`src/hw/rtl/ilrs_pkg.sv`:
```
package ilrs_pkg;

    localparam int DEPTH = 64;
    localparam int IDX_W = $clog2(DEPTH);
    localparam int CNT_W = $clog2(DEPTH + 1);
    localparam int POS_W = 7;
    localparam int RATING_W = 16;
    localparam int PAYLOAD_W = 32;

    typedef enum logic [2:0] {
        REQ_APPEND = 3'd0,
        REQ_INSERT = 3'd1,
        REQ_REMOVE = 3'd2,
        REQ_READ   = 3'd3,
        REQ_WRITE  = 3'd4,
        REQ_SORT   = 3'd5
    } req_t;

    // classified operation handed from the front end to the back end
    typedef enum logic [2:0] {
        OP_NONE   = 3'd0,
        OP_INSERT = 3'd1,
        OP_REMOVE = 3'd2,
        OP_READ   = 3'd3,
        OP_WRITE  = 3'd4,
        OP_SORT   = 3'd5
    } op_t;

    typedef struct packed {
        op_t                  op;
        logic [POS_W-1:0]     pos;
        logic [RATING_W-1:0]  rating;
        logic [PAYLOAD_W-1:0] payload;
    } cmd_t;

endpackage

```
`src/hw/rtl/ilrs_front.sv`:
```
module ilrs_front
(
    input  logic                  clk,
    input  logic                  rst_n,
    input  logic                  valid_in,
    output logic                  stall_out,
    input  logic [2:0]            req_type,
    input  logic [6:0]            position,
    input  logic [15:0]           rating_in,
    input  logic [31:0]           payload_in,
    // length as the back end will see it after all queued commands
    input  logic [ilrs_pkg::CNT_W-1:0] count_in,
    output logic                  cmd_valid,
    input  logic                  cmd_stall,
    output ilrs_pkg::cmd_t        cmd
);
    import ilrs_pkg::*;

    // two-entry command queue
    cmd_t              q_reg [2];
    cmd_t              q_next0, q_next1;
    logic [1:0]        fill_reg, fill_next;
    logic              rd_ptr_reg, rd_ptr_next;
    logic              wr_ptr_reg, wr_ptr_next;
    logic              push, pop;
    cmd_t              c;
    logic [POS_W:0]    cnt_ext;

    // front end only accepts when queue is empty so length is settled
    assign stall_out = (fill_reg != 2'd0);
    assign push = valid_in && !stall_out;
    assign pop  = cmd_valid && !cmd_stall;
    assign cmd_valid = (fill_reg != 2'd0);
    assign cmd = q_reg[rd_ptr_reg];
    assign cnt_ext = {{(POS_W + 1 - CNT_W){1'b0}}, count_in};

    // classify against current length
    always_comb
    begin
        c.pos     = position;
        c.rating  = rating_in;
        c.payload = payload_in;
        c.op      = OP_NONE;
        unique case (req_type)
            REQ_APPEND:
            begin
                c.pos = cnt_ext[POS_W-1:0];
                if (count_in < CNT_W'(DEPTH)) c.op = OP_INSERT;
            end
            REQ_INSERT:
                if (count_in < CNT_W'(DEPTH) && {1'b0, position} <= cnt_ext) c.op = OP_INSERT;
            REQ_REMOVE:
                if ({1'b0, position} < cnt_ext) c.op = OP_REMOVE;
            REQ_READ:
                if ({1'b0, position} < cnt_ext) c.op = OP_READ;
            REQ_WRITE:
                if ({1'b0, position} < cnt_ext) c.op = OP_WRITE;
            REQ_SORT:
                c.op = OP_SORT;
            default:
                c.op = OP_NONE;
        endcase
    end

    always_comb
    begin
        fill_next   = fill_reg;
        rd_ptr_next = rd_ptr_reg;
        wr_ptr_next = wr_ptr_reg;
        q_next0     = q_reg[0];
        q_next1     = q_reg[1];
        if (push)
        begin
            if (wr_ptr_reg) q_next1 = c;
            else            q_next0 = c;
            wr_ptr_next = !wr_ptr_reg;
        end
        if (pop) rd_ptr_next = !rd_ptr_reg;
        unique case ({push, pop})
            2'b10:   fill_next = fill_reg + 2'd1;
            2'b01:   fill_next = fill_reg - 2'd1;
            default: fill_next = fill_reg;
        endcase
    end

    always_ff @(posedge clk or negedge rst_n)
    begin
        if (!rst_n)
        begin
            fill_reg   <= '0;
            rd_ptr_reg <= 1'b0;
            wr_ptr_reg <= 1'b0;
        end
        else
        begin
            fill_reg   <= fill_next;
            rd_ptr_reg <= rd_ptr_next;
            wr_ptr_reg <= wr_ptr_next;
        end
    end

    always_ff @(posedge clk)
    begin
        q_reg[0] <= q_next0;
        q_reg[1] <= q_next1;
    end

endmodule

```
`config.mk`:
```
export PLATFORM = sky130hd
export DESIGN_NAME = ilrs_front
export DESIGN_NICKNAME = d
export VERILOG_FILES = /design/src/hw/rtl/ilrs_pkg.sv /design/src/hw/rtl/ilrs_front.sv
export SDC_FILE = /design/constraint.sdc
export NUM_CORES = 1
export LEC_CHECK = 0
export BUFFER_PORTS_ARGS = -buffer_cell sky130_fd_sc_hd__buf_2
export CAP_MARGIN = 5
export CORE_ASPECT_RATIO = 1.1
export CORE_MARGIN = 2
export CORE_UTILIZATION = 40
export CTS_CLUSTER_DIAMETER = 30
export CTS_CLUSTER_SIZE = 24
export DETAILED_ROUTE_END_ITERATION = 6
export PLACE_DENSITY_LB_ADDON = 0.3
export SLEW_MARGIN = 20
export SYNTH_ARGS = -nofsm -noshare
export SYNTH_HDL_FRONTEND = slang
export SYNTH_SLANG_ARGS = --single-unit
```
`constraint.sdc`:
```
create_clock -name clk -period 4 [get_ports clk]
set_input_delay 0.8 -clock clk [delete_from_list [all_inputs] [get_ports clk]]
set_output_delay 0.8 -clock clk [all_outputs]
set_load 0.02 [all_outputs]
```
; Word level (Yosys, flattened, before mapping)
; Memory sizes are Yosys's and may differ from the RTL's.
; Cells that the tools add are included.
[totals]
reg_bits = 4
ramBits = 116
wordCells = 48
n_memories = 1
[memory_table]
columns = memory, depth, word_bits, read_ports, rd_ports_with_merged_regs, wr, line_no
row1 = q_reg, 2, 58, 1, 0, 1, ilrs_front.sv:20  ; cmd_t q_reg [2];
[classes]
addsub = 2
order_cmp = 3
n_eq_ne = 11
n_mux = 15
n_reduce_logical = 13
[ops]
columns = operator, n
row1 = $mux 58, 5
row2 = $reduce_or 58->1, 1
row3 = $pmux 3 s6, 1
row4 = $le 7x7->1, 1
row5 = $lt 7x7->1, 1
row6 = $lt 7x7->1 const B, 1
row7 = $mux 7, 1
row8 = $eq 3x2->1 const B, 2
row9 = $eq 3x3->1 const B, 2
row10 = $logic_not 1->1, 4
row11 = $mux 1, 4
row12 = $mux 2, 2
row13 = $ne 2x2->1 const B, 2
row14 = $pmux 2 s2, 1
row15 = $reduce_and 2->1, 2
row16 = $reduce_bool 2->1, 2
row17 = $eq 3x1->1 const B, 1
row18 = $logic_and 1x1->1, 3
row19 = $logic_not 3->1, 1
row20 = $mux 3, 1
row21 = $add 2x1->2 const B, 1
row22 = $eq 2x1->1 const B, 1
row23 = $eq 2x2->1 const B, 1
row24 = $ne 1x1->1 const B, 2
row25 = $sub 2x1->2 const B, 1

; Depth between registers and ports, before layout
; Gate-level depths: netlist of the first run.
[depth]
word_depth = 7
ltp_mapped = 6
ltp_nobuf = 6

; Worst setup path before layout of the first run
; No wires, ideal clock.
[synth_timing]
path_kind = input port to flip-flop
start = input port valid_in
end = memory q_reg[0][0] in the netlist's numbering, enable pin
setup_ps = 474
t_arrival_ps = 3326
required_ps = 3526
setup_slack_ps = 200
cell_stages = 2
path_buffers = 0
path_cell_list = nand2_1 nor2_1
[synth_between]
elab_chain_cells = 5
[synth_rtl]
columns = item, line_no
row1 = from (decl), ilrs_front.sv:5  ; input logic valid_in,
row2 = $logic_and 1x1->1 (*), ilrs_front.sv:31  ; assign push = valid_in && !stall_out;
row3 = $ne 2x2->1 (no line) / $ne 1x1->1 (equally long branches), --
row4 = $reduce_and 2->1 (no line), --
row5 = $reduce_or 58->1 (no line), --
row6 = $mux 1 (no line), --
row7 = to (decl), ilrs_front.sv:20
; Every way passes the cells marked *; elsewhere a longest branch is shown, timed or not.

==> impl_metrics.toml, run 1 <==
[layout]
nets = 461
final_util_pct = 53.3
largest_register_ffs = 116
antennaDiodeCount = 0
syn_to_final_growth_pct = 29.1
drive_above_1_share_pct = 58.0
fillers = 946

[floorplanning]
core_sq_mm = 0.0115
ios = 129
dieHeight_microns = 118
placementRows = 41
die_area_sq_mm = 0.0128
start_util_pct = 41.3
die_x_microns = 108

[yosys]
synth_area_sq_mm = 0.00476
synthesis.instances = 242
seq_area_frac_synth_pct = 75.2
synthDistinctLibCells = 28
syn_nets = 319
syn_avg_cell_area_sq_um = 19.7
ys_seq_elements = 120
yosys_warnings = 0

[cts]
cts_resized = 0
cts_setup_buffers = 0
clock-sinks = 120
cts_tree = "done"
h-tree-depth = 4
clock_latency_ns = 0.40
hold_buffers = 0
clk_path_buf_depth = 2
numCtsBuffers = 17
root_buffer = "clkbuf_16"
clk_pin_slew_ns = 0.05

[routing]
vias = 2597
ant_nets = 0
drcViolationCount = 0
drt_iter0_drc = 124
routedWlPerCell_microns = 15.8
wl_mm = 8.60
dr.pass1.iters = 4
vias_per_cell = 4.77

[setup_path]
arrival_ns = 2.03
worstRegToRegCells = 4
crit_type = "reg -> out"
rr_endpoint = "q_reg[0][32]"
r2r_start = "fill_reg[0]"
reg2reg_slack_ns = 1.83
required_ns = 3.20
end_kind = "primary output"
crit_fanout = 37
cp-start-kind = "flip-flop"

[placement]
gp_congestion = 0.693
io_buffers = 128
place_hpwl_mm = 5.81

[flow_run]
maxCapViolCount = 0

[sta]
final_hold_viol_count = 0
worst_pin_slew_ns = 0.923
max_freq_mhz = 353
final.period_utilization_pct = 70.8
max_slew_margin_pct = 38.3
period_minus_slack_ns = 2.83
slew_viol_final = 0
setup_viol = 0
grt_setup_unrepaired = "no"
tns_ns = 0
skew_ns = 0.0130

[power]
powerDensity_mw_per_mm2 = 697
p_total_mw = 4.29
ir_drop_mv = 0.287
total_leakage_power_nw = 2.38

[global_routing]
overflow = 0
grt_max_degree = 38
grt_antenna_before_repair = 0
grt_pass1_vias = 2767
grtUsageTotal_pct = 13.9
grt_pass1_wl_mm = 13.3

[run_status]
status = "completed"

[min_path]
hold_path.class = "in -> async"
==> per-layer routing <==
metal	vias to the layer above	global-route usage, %	routed length (microns)
met3	4	4.85	614
met4	0	4.57	46
met1	1268	16.1	3570
met2	94	23.7	4370
li1	1231	-	-
met5	-	0	0
==> cell families after synthesis <==
logic type,synth area share (%)
simple gates,2.23
buf+inv,1.86
flops,75.2
compound gates,1.73
fa+ha+maj,2.10
mux,15.9
xor+xnor,0.920
==> critical path, stage by stage, from the launching register on <==
cell and delay, ns:
dfrtp_2 0.78, buf_12 0.31, mux2_2 0.37, buf_2 0.16
==> Yosys cell counts (all sizes together) <==
master,instances,area (sq um)
edfxtp,116,3480
mux2,64,758
inv,9,33.8
buf,8,55.1
ha,8,100
nor2,5,18.8
a21oi,4,35.0
dfrtp,4,100
nand2,4,15.0
nor4,3,18.8
xnor2,3,26.3
and3,2,12.5
o21ai,2,13.8
xor2,2,17.5
a211o,1,8.76
a31o,1,8.76
nand3,1,5.00
nand3b,1,7.51
nand4,1,12.5
nor3,1,16.3
o211a,1,10.0
o22ai,1,6.26
==> through the flow <==
step	hold slack, ns	area (sq um)	cells	setup slack (ns)
after global placement	0.455	5610	515	1.53
after CTS	0.198	6150	545	1.11
after global routing	0.202	6150	545	1.04
after detailed placement	0.461	5610	515	1.54
after floorplan	0.443	4760	242	0.200
final	0.214	6150	545	1.17
==> final cells by class <==
cell class | count | area, sq um | area share (%)
Clock inverter | 11 | 108 | 1.75
Tap cell | 150 | 188 | 3.05
Multi-Input combinational cell | 105 | 1100 | 17.9
Sequential cell | 120 | 3580 | 58.3
Timing Repair Buffer | 131 | 701 | 11.4
Inverter | 9 | 33.8 | 0.550
Clock buffer | 19 | 433 | 7.04
==> how the worst max path moves through the flow <==
stage / cells past startpoint / slack, ns / startpoint / to
finish: 3 / 1.17 / rd_ptr_reg / cmd[34]
global route: 3 / 1.04 / rd_ptr_reg / cmd[50]
CTS: 3 / 1.11 / rd_ptr_reg / cmd[21]
detailed placement: 3 / 1.54 / rd_ptr_reg / cmd[21]
global placement: 3 / 1.53 / rd_ptr_reg / cmd[32]
floorplan: 2 / 0.20 / valid_in / q_reg[0][0]
==> cell usage in the layout (no fill, tap or decap), types with 4 or more instances in the layout <==
master and n:
buf_2 128, mux2_4 10, nor2_1 4, clkinv_2 4, ha_1 8, edfxtp_1 116
nand2_1 4, mux2_2 54, inv_1 9, clkbuf_16 17
==> power by group <==
part | internal (mW) | switching, mW | total [mW]
Sequential | 1.59 | 0.105 | 1.70
Clock | 0.898 | 0.488 | 1.39
Combinational | 0.528 | 0.674 | 1.20
Total | 3.02 | 1.27 | 4.29
(Power assumes the default switching activity.)
==> inputs of run 2 (changes only) <==
==> constraint.sdc (replaced) <==
create_clock -name clk -period 2.9 [get_ports clk]
set_input_delay 0.58 -clock clk [delete_from_list [all_inputs] [get_ports clk]]
set_output_delay 0.58 -clock clk [all_outputs]
set_load 0.02 [all_outputs]
==> run 2 against run 1 <==
First-iteration DRC count fell by 5.6%. Power up 45%. Largest power group unchanged. Combinational power increased by 43%. Sequential cell count unchanged.
==> impl_metrics.toml, run 2 (synthesis gave the netlist of run 1 again) <==
[cts]
clock-sinks = 120
clk_path_buf_depth = 2
cts_setup_buffers = 0
numCtsBuffers = 17
root_buffer = "clkbuf_16"
clock_latency_ns = 0.40
cts_tree = "done"
clk_pin_slew_ns = 0.05
h-tree-depth = 4

[global_routing]
overflow = 0
grt_pass1_wl_mm = 13.2
grt_pass1_vias = 2790
grt_antenna_before_repair = 0
grtUsageTotal_pct = 13.8
grt_max_degree = 32

[floorplanning]
placementRows = 41
core_sq_mm = 0.0115
start_util_pct = 41.3
dieHeight_microns = 118
die_x_microns = 108
ios = 129
die_area_sq_mm = 0.0128

[routing]
vias_per_cell = 4.77
routedWlPerCell_microns = 15.8
dr.pass1.iters = 4
drt_iter0_drc = 117
wl_mm = 8.69
vias = 2631
ant_nets = 0
drcViolationCount = 0

[setup_path]
required_ns = 2.32
cp-start-kind = "flip-flop"
slowest_stage = "mux2_2"
crit_chain = "buf_4 -> mux2_2 -> buf_2"
cp_top_family = "buffers and inverters"
end_kind = "primary output"
arrival_ns = 1.72
crit_fanout = 31
crit_type = "reg -> out"
path_buf_inv = 2
cpPeakStageDelay_ns = 0.41

[power]
ir_drop_mv = 0.478
total_leakage_power_nw = 2.43
powerDensity_mw_per_mm2 = 996

[sta]
tns_ns = 0
max_freq_mhz = 435
grt_setup_unrepaired = "no"
max_slew_margin_pct = 71.2
period_minus_slack_ns = 2.30
final.period_utilization_pct = 79.2
skew_ns = 0.00998
final_hold_viol_count = 0
worst_pin_slew_ns = 0.431
setup_viol = 0
slew_viol_final = 0

[layout]
final_common_cell = "buf_2"
final_util_pct = 54.0
nets = 465
syn_to_final_growth_pct = 30.9
drive_above_1_share_pct = 58.6
largest_register_ffs = 116
final_cell_mix = "128 x buf_2, 116 x edfxtp_1, 54 x mux2_2"
antennaDiodeCount = 0

[placement]
io_buffers = 128
gp_congestion = 0.733
place_hpwl_mm = 5.77

[flow_run]
maxCapViolCount = 0

[min_path]
hold_path.class = "in -> reg"

[run_status]
status = "completed"
[run 2: layer usage]
metal | routed length [microns] | track usage (%)
met2 | 4420 | 23.1
met1 | 3540 | 15.3
met4 | 76 | 5.29
met3 | 652 | 6.07
met5 | 0 | 0
[run 2: worst paths after layout]
check / end / from / cells past startpoint / slack, ns
setup / recovery: cmd[50] / rd_ptr_reg / 3 / 0.60
hold / removal: q_reg[0][19] / payload_in[19] / 1 / 0.36
hold reg to reg: fill_reg[1] / fill_reg[1] / 1 / 0.49
setup reg to reg: q_reg[0][20] / fill_reg[0] / 4 / 1.25
max in group asynchronous: rd_ptr_reg / rst_n / 2 / 2.26
min in group asynchronous: wr_ptr_reg / rst_n / 2 / 0.51
[run 2: final cells by class]
| type | count | area [sq um] |
|---|---|---|
| Multi-Input combinational cell | 105 | 1100 |
| Tap cell | 150 | 188 |
| Timing Repair Buffer | 135 | 696 |
| Clock inverter | 14 | 203 |
| Inverter | 9 | 33.8 |
| Sequential cell | 120 | 3580 |
| Clock buffer | 18 | 429 |
| Fill cell | 942 | 5310 |
[run 2: what timing repair did]
item	in CTS	in global routing
endpoints found under the setup margin	0	0
hold buffers	1	0
gates resized for setup	0	0
endpoints found under the hold margin	4	0
[run 2: where the power goes]
group          switching, mW  internal, mW  leakage [nW]
Clock                  0.713          1.51         0.299
Combinational           1.01         0.710          1.03
Sequential            0.0685          2.20          1.10
Total                   1.79          4.42          2.43
[run 2: worst register-to-register path: cells and delay by family, from the launching register on]
kind	cells	cell delay, ns
buffers and inverters	1	0.37
and+or+nand+nor	3	0.50
DFF	1	0.41
[run 2: through the flow]
stage / area (sq um) / power, mW / instances / setup WS [ns] / hold WS, ns
CTS: 6230 / 6.29 / 551 / 0.573 / 0.346
detailed placement: 5590 / 4.04 / 518 / 0.889 / 0.391
global placement: 5590 / 4.01 / 518 / 0.942 / 0.388
global route: 6230 / 6.48 / 551 / 0.538 / 0.341
floorplan: 4770 / 3.55 / 242 / 0.246 / 0.284
finish: 6230 / 6.21 / 551 / 0.602 / 0.363
